===== src/hdl/upc_pkg.sv =====
// Shared types, character constants and helper functions for the URL percent codec.
// Used by the front end, the command queue, the back end and the top level.
package upc_pkg;

    // Characters the codec treats specially
    localparam logic [7:0] CH_DASH    = 8'h2D;
    localparam logic [7:0] CH_UNDER   = 8'h5F;
    localparam logic [7:0] CH_DOT     = 8'h2E;
    localparam logic [7:0] CH_TILDE   = 8'h7E;
    localparam logic [7:0] CH_PLUS    = 8'h2B;
    localparam logic [7:0] CH_PERCENT = 8'h25;
    localparam logic [7:0] CH_SPACE   = 8'h20;
    localparam logic [7:0] CH_ZERO    = 8'h30;
    localparam logic [7:0] CH_NINE    = 8'h39;
    localparam logic [7:0] CH_UP_A    = 8'h41;
    localparam logic [7:0] CH_UP_Z    = 8'h5A;
    localparam logic [7:0] CH_LO_A    = 8'h61;
    localparam logic [7:0] CH_LO_Z    = 8'h7A;
    localparam logic [7:0] CASE_FOLD  = 8'h20;
    localparam logic [7:0] DIGIT_BIAS = 8'd87;   // 'a' - 10
    localparam logic [3:0] NIBBLE_MAX = 4'd15;

    // Mode register values
    localparam logic MODE_ENCODE = 1'b0;
    localparam logic MODE_DECODE = 1'b1;

    // Work passed from front to back
    typedef enum logic [1:0] {
        CMD_BYTE  = 2'd0,   // one byte result
        CMD_ESC   = 2'd1,   // '%' plus two hex digits
        CMD_CLOSE = 2'd2    // empty closing result
    } cmd_op_t;

    typedef struct packed {
        cmd_op_t    op;
        logic [7:0] data;
        logic       last;
    } cmd_t;

    // Beat index inside an escape triple
    typedef enum logic [1:0] {
        BEAT_PCT = 2'd0,
        BEAT_HI  = 2'd1,
        BEAT_LO  = 2'd2
    } beat_t;

    // Letters, digits and - _ . ~ pass unchanged when encoding
    function automatic logic is_plain(input logic [7:0] c);
        logic digit;
        logic upper;
        logic lower;
        digit = (c >= CH_ZERO) && (c <= CH_NINE);
        upper = (c >= CH_UP_A) && (c <= CH_UP_Z);
        lower = (c >= CH_LO_A) && (c <= CH_LO_Z);
        return digit || upper || lower || (c == CH_DASH) || (c == CH_UNDER) ||
               (c == CH_DOT) || (c == CH_TILDE);
    endfunction

    // Hex digit value, letters case-folded, wraps for non-hex bytes
    function automatic logic [7:0] digit_value(input logic [7:0] c);
        logic [7:0] folded;
        folded = c;
        if ((c >= CH_UP_A) && (c <= CH_UP_Z))
            folded = c + CASE_FOLD;
        if ((c >= CH_ZERO) && (c <= CH_NINE))
            return c - CH_ZERO;
        return folded - DIGIT_BIAS;
    endfunction

    // Lower-case hex character for one nibble
    function automatic logic [7:0] hex_char(input logic [3:0] n);
        if (n <= 4'd9)
            return CH_ZERO + {4'b0000, n};
        return DIGIT_BIAS + {4'b0000, n};
    endfunction

endpackage


===== src/hdl/url_percent_codec.sv =====
// URL percent encoder/decoder. Items pass through the command queue to the output
// register, which loads when empty or popped. Throughput: one item per cycle while each
// gives one result and the output is popped; an encoded escape gives three beats, one a
// cycle. A CMD_DEPTH-entry command queue decouples input and output stalls. Reset (rst_n,
// async, active low) selects encode mode, clears decode state and empties the queue and
// output register. Depends on upc_pkg, upc_front, upc_cmdq, upc_back.
module url_percent_codec #(
    parameter int CMD_DEPTH = 4
) (
    input  logic       clk,
    input  logic       rst_n,
    input  logic       mode_we,
    input  logic       mode_wdata,
    input  logic       push,
    output logic       full,
    input  logic [7:0] in_byte,
    input  logic       in_last,
    output logic       empty,
    input  logic       pop,
    output logic [7:0] out_byte,
    output logic       has_byte,
    output logic       run_last,
    output logic       string_done
);
    import upc_pkg::*;

    logic q_push, q_full, q_valid, q_pop;
    cmd_t q_wcmd, q_rcmd;

    assign full = q_full;

    // Input side: classification and decode state
    upc_front u_front (
        .clk        (clk),
        .rst_n      (rst_n),
        .mode_we    (mode_we),
        .mode_wdata (mode_wdata),
        .push       (push),
        .in_byte    (in_byte),
        .in_last    (in_last),
        .q_full     (q_full),
        .q_push     (q_push),
        .q_cmd      (q_wcmd)
    );

    // Decoupling queue
    upc_cmdq #(
        .DEPTH (CMD_DEPTH)
    ) u_cmdq (
        .clk      (clk),
        .rst_n    (rst_n),
        .wr_en    (q_push),
        .wr_cmd   (q_wcmd),
        .full     (q_full),
        .rd_en    (q_pop),
        .rd_valid (q_valid),
        .rd_cmd   (q_rcmd)
    );

    // Output side: beat expansion
    upc_back u_back (
        .clk         (clk),
        .rst_n       (rst_n),
        .cmd_valid   (q_valid),
        .cmd         (q_rcmd),
        .cmd_pop     (q_pop),
        .empty       (empty),
        .pop         (pop),
        .out_byte    (out_byte),
        .has_byte    (has_byte),
        .run_last    (run_last),
        .string_done (string_done)
    );

endmodule


===== src/hdl/upc_front.sv =====
// Front end of the URL percent codec: takes input beats, holds mode and decode state, and
// turns each result-giving or final beat into one queue command. Depends on upc_pkg.
module upc_front (
    input  logic            clk,
    input  logic            rst_n,
    input  logic            mode_we,
    input  logic            mode_wdata,
    input  logic            push,
    input  logic [7:0]      in_byte,
    input  logic            in_last,
    input  logic            q_full,
    output logic            q_push,
    output upc_pkg::cmd_t   q_cmd
);
    import upc_pkg::*;

    typedef enum logic [2:0] {
        PH_IDLE = 3'b001,
        PH_PCT  = 3'b010,
        PH_HELD = 3'b100
    } phase_t;

    logic       mode_reg;
    phase_t     phase_reg, phase_next;
    logic [7:0] held_reg, held_next;
    logic       accept;
    logic       produce;
    cmd_op_t    op;
    logic [7:0] data;
    logic [7:0] dval;

    assign accept = push && !q_full;
    assign dval   = digit_value(in_byte);

    // Classify the beat and work out the next decode state
    always_comb
    begin
        phase_next = phase_reg;
        held_next  = held_reg;
        produce    = 1'b0;
        op         = CMD_BYTE;
        data       = in_byte;
        if (mode_reg == MODE_ENCODE)
        begin
            phase_next = PH_IDLE;
            held_next  = '0;
            produce    = 1'b1;
            if (is_plain(in_byte))
                op = CMD_BYTE;
            else if (in_byte == CH_SPACE)
                data = CH_PLUS;
            else
                op = CMD_ESC;
        end
        else
        begin
            unique case (phase_reg) inside
                PH_HELD:
                begin
                    phase_next = PH_IDLE;
                    produce    = 1'b1;
                    data       = {held_reg[3:0], 4'b0000} | dval;
                end
                PH_PCT, PH_IDLE:
                begin
                    if ((phase_reg == PH_PCT) && !in_last)
                    begin
                        held_next  = dval;
                        phase_next = PH_HELD;
                    end
                    else
                    begin
                        phase_next = PH_IDLE;
                        if (in_byte == CH_PERCENT)
                        begin
                            if (!in_last)
                                phase_next = PH_PCT;
                        end
                        else
                        begin
                            produce = 1'b1;
                            if (in_byte == CH_PLUS)
                                data = CH_SPACE;
                        end
                    end
                end
                default:
                begin
                    phase_next = PH_IDLE;
                end
            endcase
        end
        // Final beat always closes the string
        if (in_last)
        begin
            phase_next = PH_IDLE;
            held_next  = '0;
            if (!produce)
            begin
                op   = CMD_CLOSE;
                data = '0;
            end
        end
    end

    assign q_push     = accept && (produce || in_last);
    assign q_cmd.op   = op;
    assign q_cmd.data = data;
    assign q_cmd.last = in_last;

    // Mode register and decode state
    always_ff @(posedge clk or negedge rst_n)
    begin
        if (!rst_n)
        begin
            mode_reg  <= MODE_ENCODE;
            phase_reg <= PH_IDLE;
            held_reg  <= '0;
        end
        else
        begin
            if (mode_we)
                mode_reg <= mode_wdata;
            if (accept)
            begin
                phase_reg <= phase_next;
                held_reg  <= held_next;
            end
        end
    end

`ifndef NO_ASSERTIONS
    // A final beat always leaves a command behind
    a_last_pushes: assert property (@(posedge clk) disable iff (!rst_n)
        accept && in_last |-> q_push)
        else $error("final beat produced no command");

    // Decode state is idle after the final beat of a string
    a_idle_after_last: assert property (@(posedge clk) disable iff (!rst_n)
        accept && in_last |=> phase_reg == PH_IDLE)
        else $error("decode state not idle after string end");

    // Encode mode never leaves a pending escape
    a_encode_idle: assert property (@(posedge clk) disable iff (!rst_n)
        accept && mode_reg == MODE_ENCODE |=> phase_reg == PH_IDLE)
        else $error("pending escape after encode beat");
`endif

endmodule


===== src/hdl/upc_cmdq.sv =====
// Short command queue between the front and back ends of the URL percent codec.
// Depends on upc_pkg for the command type.
module upc_cmdq #(
    parameter int DEPTH = 4
) (
    input  logic            clk,
    input  logic            rst_n,
    input  logic            wr_en,
    input  upc_pkg::cmd_t   wr_cmd,
    output logic            full,
    input  logic            rd_en,
    output logic            rd_valid,
    output upc_pkg::cmd_t   rd_cmd
);
    import upc_pkg::*;

    localparam int PW = (DEPTH > 1) ? $clog2(DEPTH) : 1;
    localparam int CW = $clog2(DEPTH + 1);
    localparam logic [PW-1:0] LAST_PTR = PW'(DEPTH - 1);
    localparam logic [CW-1:0] FULL_CNT = CW'(DEPTH);

    cmd_t          mem [DEPTH];
    logic [PW-1:0] wptr_reg, rptr_reg;
    logic [CW-1:0] count_reg;
    logic          do_wr, do_rd;

    assign full     = (count_reg == FULL_CNT);
    assign rd_valid = (count_reg != '0);
    assign rd_cmd   = mem[rptr_reg];
    assign do_wr    = wr_en && !full;
    assign do_rd    = rd_en && rd_valid;

    // Storage
    always_ff @(posedge clk)
    begin
        if (do_wr)
            mem[wptr_reg] <= wr_cmd;
    end

    // Pointers and fill count
    always_ff @(posedge clk or negedge rst_n)
    begin
        if (!rst_n)
        begin
            wptr_reg  <= '0;
            rptr_reg  <= '0;
            count_reg <= '0;
        end
        else
        begin
            if (do_wr)
                wptr_reg <= (wptr_reg == LAST_PTR) ? '0 : wptr_reg + 1'b1;
            if (do_rd)
                rptr_reg <= (rptr_reg == LAST_PTR) ? '0 : rptr_reg + 1'b1;
            if (do_wr && !do_rd)
                count_reg <= count_reg + 1'b1;
            else if (do_rd && !do_wr)
                count_reg <= count_reg - 1'b1;
        end
    end

`ifndef NO_ASSERTIONS
    // Fill count never goes past the depth
    a_count_range: assert property (@(posedge clk) disable iff (!rst_n)
        count_reg <= FULL_CNT)
        else $error("queue count overflow");

    // A write with no read grows the count by one
    a_count_grow: assert property (@(posedge clk) disable iff (!rst_n)
        do_wr && !do_rd |=> count_reg == $past(count_reg) + 1'b1)
        else $error("queue count did not grow");

    // Equal pointers mean empty or full
    a_ptr_match: assert property (@(posedge clk) disable iff (!rst_n)
        wptr_reg == rptr_reg |-> count_reg == '0 || count_reg == FULL_CNT)
        else $error("queue pointers inconsistent with count");
`endif

endmodule


===== src/hdl/upc_back.sv =====
// Back end of the URL percent codec: expands queued commands into result beats
// and holds them in an output register. Depends on upc_pkg.
module upc_back (
    input  logic            clk,
    input  logic            rst_n,
    input  logic            cmd_valid,
    input  upc_pkg::cmd_t   cmd,
    output logic            cmd_pop,
    output logic            empty,
    input  logic            pop,
    output logic [7:0]      out_byte,
    output logic            has_byte,
    output logic            run_last,
    output logic            string_done
);
    import upc_pkg::*;

    beat_t      beat_reg;
    logic       out_valid_reg;
    logic [7:0] byte_reg;
    logic       has_reg, rlast_reg, done_reg;
    logic       advance;
    logic       final_beat;
    logic [7:0] beat_byte;
    logic       beat_has;

    assign advance = cmd_valid && (!out_valid_reg || pop);

    // Fields of the current beat
    always_comb
    begin
        beat_byte  = cmd.data;
        beat_has   = 1'b1;
        final_beat = 1'b1;
        unique case (cmd.op)
            CMD_ESC:
            begin
                final_beat = (beat_reg == BEAT_LO);
                case (beat_reg)
                    BEAT_PCT: beat_byte = CH_PERCENT;
                    BEAT_HI:  beat_byte = hex_char(cmd.data[7:4]);
                    default:  beat_byte = hex_char(cmd.data[3:0] & NIBBLE_MAX);
                endcase
            end
            CMD_CLOSE:
            begin
                beat_byte = '0;
                beat_has  = 1'b0;
            end
            default:
            begin
                beat_byte = cmd.data;
            end
        endcase
    end

    assign cmd_pop = advance && final_beat;

    // Beat counter
    always_ff @(posedge clk or negedge rst_n)
    begin
        if (!rst_n)
            beat_reg <= BEAT_PCT;
        else if (advance)
        begin
            if (final_beat)
                beat_reg <= BEAT_PCT;
            else if (beat_reg == BEAT_PCT)
                beat_reg <= BEAT_HI;
            else
                beat_reg <= BEAT_LO;
        end
    end

    // Output register valid
    always_ff @(posedge clk or negedge rst_n)
    begin
        if (!rst_n)
            out_valid_reg <= 1'b0;
        else if (advance)
            out_valid_reg <= 1'b1;
        else if (pop)
            out_valid_reg <= 1'b0;
    end

    // Output register payload
    always_ff @(posedge clk)
    begin
        if (advance)
        begin
            byte_reg  <= beat_byte;
            has_reg   <= beat_has;
            rlast_reg <= final_beat;
            done_reg  <= final_beat && cmd.last;
        end
    end

    assign empty       = !out_valid_reg;
    assign out_byte    = byte_reg;
    assign has_byte    = has_reg;
    assign run_last    = rlast_reg;
    assign string_done = done_reg;

`ifndef NO_ASSERTIONS
    // Mid-escape the command must still be at the queue head
    a_beat_has_cmd: assert property (@(posedge clk) disable iff (!rst_n)
        beat_reg != BEAT_PCT |-> cmd_valid && cmd.op == CMD_ESC)
        else $error("escape beat without escape command");

    // The end of a string is always the end of its item's run
    a_done_is_last: assert property (@(posedge clk) disable iff (!rst_n)
        out_valid_reg && done_reg |-> rlast_reg)
        else $error("string end without run end");

    // Empty closing results only close strings
    a_close_done: assert property (@(posedge clk) disable iff (!rst_n)
        out_valid_reg && !has_reg |-> done_reg)
        else $error("empty result that does not end the string");
`endif

endmodule


===== config.mk =====
export PLATFORM = sky130hd
export DESIGN_NAME = url_percent_codec
export DESIGN_NICKNAME = d
export VERILOG_FILES = /design/src/hdl/upc_pkg.sv /design/src/hdl/url_percent_codec.sv /design/src/hdl/upc_front.sv /design/src/hdl/upc_cmdq.sv /design/src/hdl/upc_back.sv
export SDC_FILE = /design/constraint.sdc
export NUM_CORES = 1
export LEC_CHECK = 0
export ABC_AREA = 1
export BUFFER_PORTS_ARGS = -buffer_cell sky130_fd_sc_hd__buf_2
export CAP_MARGIN = 20
export CORE_MARGIN = 1
export CORE_UTILIZATION = 45
export CTS_CLUSTER_DIAMETER = 120
export CTS_CLUSTER_SIZE = 28
export DETAILED_ROUTE_END_ITERATION = 6
export SLEW_MARGIN = 20
export SYNTH_ARGS = -nofsm -noshare
export SYNTH_HDL_FRONTEND = slang
export SYNTH_SLANG_ARGS = --single-unit

===== constraint.sdc =====
create_clock -name clk -period 3.15 [get_ports clk]
set_clock_uncertainty 0.2 [all_clocks]
set_input_delay 0.315 -clock clk [delete_from_list [all_inputs] [get_ports clk]]
set_output_delay 0.315 -clock clk [all_outputs]
set_load 0.02 [all_outputs]

* Word level (Yosys, flattened, before mapping)
Memories as Yosys holds them, arrays and structs flattened. Cells that the tools add are included.
Operators by class: $add $sub $neg 11, order comparisons 8, equal/unequal tests 19, mux-type cells 55, bitwise logic cells 1, reductions and logical operators 33
Operators with widths (number):
- two-way mux 8 bit | 15
- one-hot mux 8 bit (2 select lines) | 3
- equality test 8 x 6 -> 1 bit, second input constant | 5
- two-way mux 2 bit | 9
- two-way mux 3 bit | 6
- two-way mux 1 bit | 17
- adder 7 x 4 -> 8 bit, first input constant | 2
- equality test 8 x 7 -> 1 bit, second input constant | 2
- greater-or-equal comparator 8 x 7 -> 1 bit, second input constant | 2
- less-or-equal comparator 8 x 7 -> 1 bit, second input constant | 2
- two-way mux 4 bit | 4
- adder 6 x 4 -> 7 bit, first input constant | 2
- logical AND 1 bit | 13
- adder 8 x 6 -> 8 bit, second input constant | 1
- equality test 2 bit, second input constant | 4
- greater-or-equal comparator 8 x 6 -> 1 bit, second input constant | 1
- less-or-equal comparator 4 bit, second input constant | 2
- less-or-equal comparator 8 x 6 -> 1 bit, second input constant | 1
- logical OR 1 bit | 8
- bitwise OR 8 bit | 1
- subtractor 8 x 6 -> 8 bit, second input constant | 1
- subtractor 8 x 7 -> 8 bit, second input constant | 1
- equality test 3 bit, second input constant | 2
- != test 3 bit, second input constant | 2
- 13 further kinds | 21
Storage, ports and cells: flip-flop bits (word level) 29, bits in writable memories 44, input bits 15, output and inout bits 13, word-level logic and storage cells 140, memories kept 1
Memories:
- u_cmdq.mem | depth 4, width 11, rd ports 1, clocked after memory_dff 0, write ports 1, RTL line upc_cmdq.sv:22 | cmd_t mem [DEPTH];

* Depth between registers and ports, before layout
Gate-level depths: netlist (run 1).
depth in word-level cells 12, gate-level depth with buffers 17, depth with buffers taken out 17

* Hierarchy
A second synthesis (run 1) with hierarchy kept.
Unflattened totals: cells, all modules 515, area, all modules 4478.0 µm²
Modules (own cells, without submodules):
- upc_cmdq | times used 1, cells each 188, area an instance 2222.1 µm², seq. area each 1496.4 µm²
- upc_front | times used 1, cells each 222, area an instance 1360.1 µm², seq. area each 201.4 µm²
- upc_back | times used 1, cells each 105, area an instance 895.9 µm², seq. area each 405.4 µm²

* Least setup slack after synthesis (run 1)
OpenSTA, ideal clock, no wires.
kind register to register, from register u_cmdq.rptr_reg[1], to register u_cmdq.count_reg[1], setup time 125 ps, data arrival time 2585 ps, data required time 2825 ps, slack 240 ps, cell stages (with the launch flop) 16, path buffers 2, clock period less this slack 2910 ps, cell sequence dfrtp_1 buf_2 inv_2 buf_2 a21oi_1 a32oi_1 inv_1 ha_1 inv_1 a21oi_1 nor2_1 inv_1 ha_1 inv_1 fa_1 mux2_2
On the way: longest elaborated chain between the ends 8, elaborated cells between the ends (all ways) 10, classes of those cells 1 x eq/ne; 2 x mux; 6 x reduce/logical; 1 x memory
RTL lines:
- start, declared | RTL line upc_cmdq.sv:23 | logic [PW-1:0] wptr_reg, rptr_reg;
- start signal, assigned | RTL line upc_cmdq.sv:54 | rptr_reg <= (rptr_reg == LAST_PTR) ? '0 : rptr_reg + 1'b1;
- memory (4 x 11 bit) *
- equality test 2 x 1 -> 1 bit * | RTL line upc_back.sv:35 | unique case (cmd.op)
- two-way mux 1 bit * | RTL line upc_back.sv:35
- logical AND 1 bit * | RTL line upc_back.sv:57 | assign cmd_pop = advance && final_beat;
- logical AND 1 bit * | RTL line upc_cmdq.sv:31 | assign do_rd = rd_en && rd_valid;
- zero test 1 bit | RTL line upc_cmdq.sv:55 | if (do_wr && !do_rd)
- logical AND 1 bit | RTL line upc_cmdq.sv:55
- two-way mux 3 bit / nonzero test 2 bit (equally long branches)
- end signal, assigned | RTL line upc_cmdq.sv:56 | count_reg <= count_reg + 1'b1;
- end signal, assigned | RTL line upc_cmdq.sv:58 | count_reg <= count_reg - 1'b1;
- end, declared | RTL line upc_cmdq.sv:24 | logic [CW-1:0] count_reg;
Every way passes the cells marked *; elsewhere a longest branch is shown, timed or not. A chain may end at the register's enable or synchronous reset.

* Worst setup path after layout (run 1)
from register u_cmdq.rptr_reg[0], to register u_cmdq.count_reg[1]
Same word-level chain as after synthesis.

==> qor.csv, run 1 <==
stage,metric,value,unit
cts,clk_latency,350,ps
detailed_routing,drt_iter0_markers,135,
floorplanning,ios,28,
setup_path,critPathRequiredTime,3190,ps
setup_path,cp.arrival,2980,ps
synthesis,synth-xor-area-share,0.0118,
detailed_routing,dr.pass1.iters,6,
cts,htreeDepth,3,
setup_path,path_delay_family,adder cells,
grt,antenna_found_initial,0,
synthesis,ys_types,43,
final_layout,diodes,0,
status,outcome,completed,
synthesis,synth_adder_area_share,0.0767,
synthesis,syn_area,4340,µm²
cts,cts_buffer_depth,2,
floorplanning,rows,35,
setup_path,critPathBufInv,5,
synthesis,ys_seq_area_frac,0.485,
place,gp_routability_congestion,0.904,
timing,tns,0,ps
detailed_routing,wl_per_cell,13.7,µm
flow_run,cap_violations,0,
synthesis,synth.largest_area_cell,edfxtp_1,
timing,slew_headroom,0.681,
min_path,worstHoldPathType,in2reg,
floorplanning,chipHeight,100,µm
floorplanning,start_util,0.467,
synthesis,yosys_warnings,0,
grt,grt_pass1_vias,3293,
synthesis,muxShareOfSynthArea,0.00260,
synthesis,yosys-top-cells-area,"edfxtp_1, nand2_1, dfrtp_1",
synthesis,synth_top_family_by_area,simple AND/OR/NAND/NOR gates,
min_path,worstHoldStart,pop,
power,vdd_drop_max,0.347,mV
synthesis,synth_nets,541,
floorplanning,die_w,100,µm
setup_path,max_stage_delay,480,ps
power,p_total,4.14,mW
setup_path,cpMaxStageDelayCell,dfrtp_2,
timing,fin_crit,2940,ps
synthesis,ys_ff_latch,73,
timing,min_period_over_period,0.932,
setup_path,crit_chain,inv_2 > nand2_1 > a32oi_1 > inv_1 > ha_1 > inv_1 > a21oi_1 > nor2_2 > inv_1 > ha_1 > inv_1 > fa_1 > mux2_2,
grt,grt_max_degree,19,
timing,final_hold_viol_count,0,
setup_path,worst_setup_path_end_kind,flip-flop,
detailed_routing,ant_nets,0,
final_layout,fin_nets,583,
timing,slew_violations,0,
cts,cts_tree,built,
synthesis,avgSynthCellArea,8.67,µm²
power,power_density,842,nW/µm²
detailed_routing,routed_via_density,5.09,
power,power_leakage,2.21,nW
detailed_routing,num_vias,3440,
place,place_area,4650,µm²
setup_path,cp-start-kind,flip-flop,
final_layout,largest_reg_flops,44,
detailed_routing,routed_wl,9.23,mm
grt,grt_overflow,0,
final_layout,post-route-util,0.530,
final_layout,finalInstanceArea,4920,µm²
detailed_routing,drcViolationCount,0,
synthesis,synth-compound-area-share,0.111,
grt,grt_use_total,0.200,
synthesis,synthSimpleGateAreaFrac,0.237,
cts,root_buffer,clkbuf_8,
cts,cts.clk_slew.worst_paths,90,ps
cts,numCtsBuffers,9,
floorplanning,die_area,10000,µm²
setup_path,crit_start,u_cmdq.rptr_reg[0]$_DFFE_PN0P_,
setup_path,worst_path_most_repeated_cell,inv_1,
final_layout,area_growth,13.4,%
cts,cts_setup_buffers,0,
cts,clock-sinks,73,
timing,max_clock_freq,341,MHz
grt,grt_pass1_wl,15.6,mm
floorplanning,coreArea,9280,µm²
setup_path,timing.rr.start,u_cmdq.rptr_reg[0]$_DFFE_PN0P_,
synthesis,synth.top_cell.area_share,0.381,
place,hpwlAfterDp,6.95,mm
timing,setup_viol,0,
timing,tightest_slew,475,ps
setup_path,worst-path-max-fanout,10,
timing,hold_ws,4.79,ps
setup_path,worstSetupPathType,reg2reg,
place,port_buffers,27,
final_layout,drive_above_1_share,0.174,
synthesis,syn_inst,500,
-- cell families (layout without fill, tap and decap cells) --
group | after synthesis | count (layout)
simple gates | 234 | 234
compound gates | 83 | 83
buf+inv | 78 | 125
flops | 73 | 73
fa+ha+maj | 26 | 26
xor+xnor | 5 | 5
mux | 1 | 1
-- cell usage after synthesis, drive strengths merged --
| master | n |
|---|---|
| o32ai | 1 |
| o21ai | 42 |
| xor2 | 4 |
| o21bai | 1 |
| nor3 | 4 |
| nand2 | 124 |
| ha | 25 |
| mux2 | 1 |
| nand3b | 1 |
| edfxtp | 55 |
| xnor2 | 1 |
| a32oi | 2 |
| nor2 | 54 |
| buf | 9 |
| dfrtp | 17 |
| inv | 67 |
| or2 | 1 |
| o22ai | 7 |
| and2 | 1 |
| nand4 | 7 |
| dfstp | 1 |
| nand3 | 41 |
| clkbuf | 2 |
| nor4 | 1 |
| a21oi | 26 |
| fa | 1 |
| o211ai | 3 |
| a22o | 1 |
-- placed cells by master (no fill, tap or decap), types with 6 or more instances in the layout --
cell      Yosys  routed
o21ai_0      24      24
o22ai_1       6       6
inv_2        10      10
nand4_1       7       7
buf_4         1      12
o21ai_1      16      16
ha_1         25      25
nand3_1      40      40
nand2_2       8       8
nor2_1       47      46
clkbuf_8      0       9
nand2_1     115     115
a21oi_1      24      24
buf_2         5      27
edfxtp_1     55      55
dfrtp_1      17      16
inv_1        56      56
-- power breakdown --
part | internal [mW] | switching (mW) | leakage (nW)
clock network | 0.495 | 0.362 | 0.122
registers | 1.38 | 0.0981 | 0.741
logic | 0.600 | 1.20 | 1.35
-- worst reg2reg max path, delay by kind of cell (launching register included) --
kind	cells	cell delay, ps
fa+ha+maj	3	800
flops	1	480
buf+inv	5	440
simple gates	2	310
compound gates	2	310
mux	1	270
-- routing by layer --
metal	global-route usage	part of all wire	up-vias
met5	0	0	-
met4	0.108	0.041	0
met3	0.0272	0.026	32
met2	0.352	0.49	75
met1	0.237	0.45	1582
li1	-	-	1751
-- final timing paths --
kind	endpoint	slack [ps]	depth (start not counted)
setup / recovery	u_cmdq.count_reg[1]$_DFFE_PN0P_	210	13
hold / removal	u_back.out_valid_reg$_DFFE_PN0P_	5	4
setup reg to reg	u_cmdq.count_reg[1]$_DFFE_PN0P_	210	13
hold reg to reg	u_front.phase_reg[0]$_DFFE_PN1P_	330	2
max in group asynchronous	u_front.phase_reg[0]$_DFFE_PN1P_	2190	2
min in group asynchronous	u_cmdq.count_reg[1]$_DFFE_PN0P_	230	2
-- through the flow --
stage               setup WS, ps  std cells
floorplan                    240        500
global placement             251        657
detailed placement          96.9        657
CTS                          102        676
global route               -20.8        676
finish                       215        676
-- timing repair --
action                                  4_1_cts  5_1_grt
hold endpoints to repair                     18        0
endpoints found under the setup margin        0        2
resized for setup                             0        2
hold buffers                                  3        0
-- area by class of cell --
type                       instances  area, µm²
fill                             909       4360
sequential                        73       2100
multi-input combinational        349       1910
timing repair buffer              42        255
inverter                          67        254
tap                              129        161
clock buffer                      10        149
clock inverter                     6       87.6
Note: power is estimated with default switching activity, not from simulation.
==> inputs of run 2 (changes only) <==
- clock period: 3.15 -> 3.75 ns (I/O delays scaled with it)
==> run 2 against run 1 <==
  * Sequential power decreased by 16%
  * Combinational power is 18% lower
  * Clock power is 29% lower
  * Flip-flop and latch count stayed put
  * Total power shrank 20%
  * Via count decreased by 1.2%
  * Non-clock buffer count is 7 lower
  * Critical path type unchanged
  * Largest cell class unchanged
  * Highest routed layer unchanged
==> qor.csv, run 2 (synthesized netlist as in run 1, its figures left out) <==
stage,metric,value,unit,change
status,outcome,completed,,
power,p_seq_frac,0.373,,+0.015
final_layout,post-route-util,0.519,,-0.0105
power,power_density,688,nW/µm²,-18%
power,p_int,1.96,mW,-21%
power,clockPowerShare,0.183,,-0.024
grt,grt_use_total,0.196,,-0.00401
cts,cts_buffer_depth,2,,unchanged
detailed_routing,routed_via_density,5.08,,-0.13%
setup_path,cp.arrival,3120,ps,+140 ps
timing,rsz0062_at_grt,false,,
place,dpl_worst_slack,647,ps,+550 ps
floorplanning,start_util,0.467,,unchanged
power,combPwrFrac,0.444,,+0.009
setup_path,worstSetupPathType,reg2reg,,
timing,slew_violations,0,,unchanged
cts,cts_tree,built,,
place,hpwlAfterDp,6.98,mm,+0.43%
min_path,worstHoldPathType,in2reg,,
timing,tns,0,ps,unchanged
floorplanning,ios,28,,unchanged
cts,htreeDepth,3,,unchanged
floorplanning,chipHeight,100,µm,unchanged
timing,tightest_slew,750,ps,+275 ps
timing,fin_crit,3090,ps,+155 ps
grt,grt_max_degree,25,,+6
setup_path,critPathRequiredTime,3780,ps,+590 ps
final_layout,final_common_cell,nand2_1,,
floorplanning,rows,35,,unchanged
detailed_routing,ant_nets,0,,unchanged
power,p_total,3.32,mW,-20%
detailed_routing,drcViolationCount,0,,unchanged
detailed_routing,num_vias,3400,,-1.2%
timing,setup_viol,0,,unchanged
power,power_leakage,2.16,nW,-2.2%
place,port_buffers,27,,unchanged
setup_path,worst_setup_path_end_kind,flip-flop,,
timing,min_period_over_period,0.824,,-0.108
cts,root_buffer,clkbuf_8,,
detailed_routing,drt_iter0_markers,144,,+6.7%
power,vdd_drop_max,0.251,mV,-28%
final_layout,drive_above_1_share,0.161,,-0.0126
setup_path,cp-start-kind,flip-flop,,
final_layout,area_growth,11.2,%,
final_layout,diodes,0,,unchanged
flow_run,cap_violations,0,,unchanged
detailed_routing,wl_per_cell,13.6,µm,-0.51%
floorplanning,die_area,10000,µm²,unchanged
final_layout,largest_reg_flops,44,,unchanged
grt,grt_pass1_vias,3195,,-3.0%
floorplanning,die_w,100,µm,unchanged
timing,final_hold_viol_count,0,,unchanged
detailed_routing,dr.pass1.iters,5,,-1
final_layout,final_cell_mix,"nand2_1, inv_1, edfxtp_1",,
cts,cts_setup_buffers,0,,unchanged
cts,clk_latency,340,ps,about the same
place,gp_routability_congestion,0.899,,-0.54%
grt,grt_pass1_wl,15.2,mm,-2.8%
setup_path,worst-path-max-fanout,23,,+13
power,p_sw_frac,0.408,,+0.00675
grt,antenna_found_initial,0,,unchanged
cts,clock-sinks,73,,unchanged
floorplanning,coreArea,9280,µm²,unchanged
detailed_routing,routed_wl,9.09,mm,-1.5%
grt,grt_overflow,0,,unchanged
cts,numCtsBuffers,9,,unchanged
timing,slew_headroom,0.495,,-0.185
final_layout,fin_nets,576,,-1.2%
power,p_switching,1.35,mW,-19%
final_layout,fill_cells,874,,-3.9%
timing,max_clock_freq,324,MHz,-5.0%
timing,hold_ws,29.4,ps,+24.7 ps
timing,fin_ws,660,ps,+445 ps
cts,cts.clk_slew.worst_paths,80,ps,about the same
-- run 2: changes by cell type in the layout (fill, tap and decap cells not counted), sizes merged --
cell         previous run  this run
buf                    39        34
bufinv                  2         0
clkbuf                 10        13
clkinv                  3         2
dlygate4sd3             3         1
-- run 2: per-stage QoR --
| stage | area [µm²] | std cells |
|---|---|---|
| after floorplan | 4340 | 500 |
| after global placement | 4610 | 652 |
| after detailed placement | 4610 | 652 |
| after CTS | 4820 | 669 |
| after global routing | 4820 | 669 |
| final | 4820 | 669 |
-- run 2: worst paths after layout --
kind	from	end	slack [ps]	cells after the start
max	u_cmdq.rptr_reg[0]$_DFFE_PN0P_	u_cmdq.count_reg[1]$_DFFE_PN0P_	660	13
min	mode_we	u_front.mode_reg$_DFFE_PN0P_	30	2
max reg2reg	u_cmdq.rptr_reg[0]$_DFFE_PN0P_	u_cmdq.count_reg[1]$_DFFE_PN0P_	660	13
min reg2reg	u_front.phase_reg[0]$_DFFE_PN1P_	u_front.phase_reg[0]$_DFFE_PN1P_	330	2
max in group asynchronous	rst_n	u_front.phase_reg[0]$_DFFE_PN1P_	2740	2
min in group asynchronous	rst_n	u_front.phase_reg[2]$_DFFE_PN0P_	290	2
-- run 2: routing by layer --
layer | GRT usage | part of all wire | routed length, µm | up-vias
met5 | 0 | 0 | 0 | -
met4 | 0.0959 | 0.034 | 309 | 0
met3 | 0.0383 | 0.025 | 228 | 21
met2 | 0.339 | 0.49 | 4460 | 70
met1 | 0.233 | 0.45 | 4090 | 1572
li1 | - | - | - | 1737
-- run 2: what timing repair did --
| item | 4_1_cts | 5_1_grt |
|---|---|---|
| resized for setup | 0 | 0 |
| hold buffers | 1 | 0 |
| endpoints found under the hold margin | 17 | 0 |
-- run 2: power by group through the flow --
stage	clock network (mW)	registers (mW)	logic, mW
after floorplan	0	1.32	1.04
after global placement	0	1.26	1.43
after detailed placement	0	1.26	1.47
after CTS	0.619	1.24	1.47
after global routing	0.656	1.26	1.67
final	0.606	1.24	1.47
-- run 2: area by class of cell --
cell class | instances | area [µm²] | share of cell area
Sequential cell | 73 | 2100 | 0.436
Multi-Input combinational cell | 349 | 1910 | 0.395
Inverter | 67 | 254 | 0.0527
Timing Repair Buffer | 35 | 198 | 0.0410
Clock buffer | 13 | 180 | 0.0374
Tap cell | 129 | 161 | 0.0335
Clock inverter | 3 | 20.0 | 0.00415
-- run 2: worst max-delay path, stage by stage (launching register included) --
cell and delay, ps:
dfrtp_1 390, inv_2 270, nand2_1 100, a32oi_1 240
inv_1 70, ha_1 190, inv_1 70, a21oi_1 60
nor2_1 330, inv_1 80, ha_1 200, inv_1 100
fa_1 410, mux2_2 260
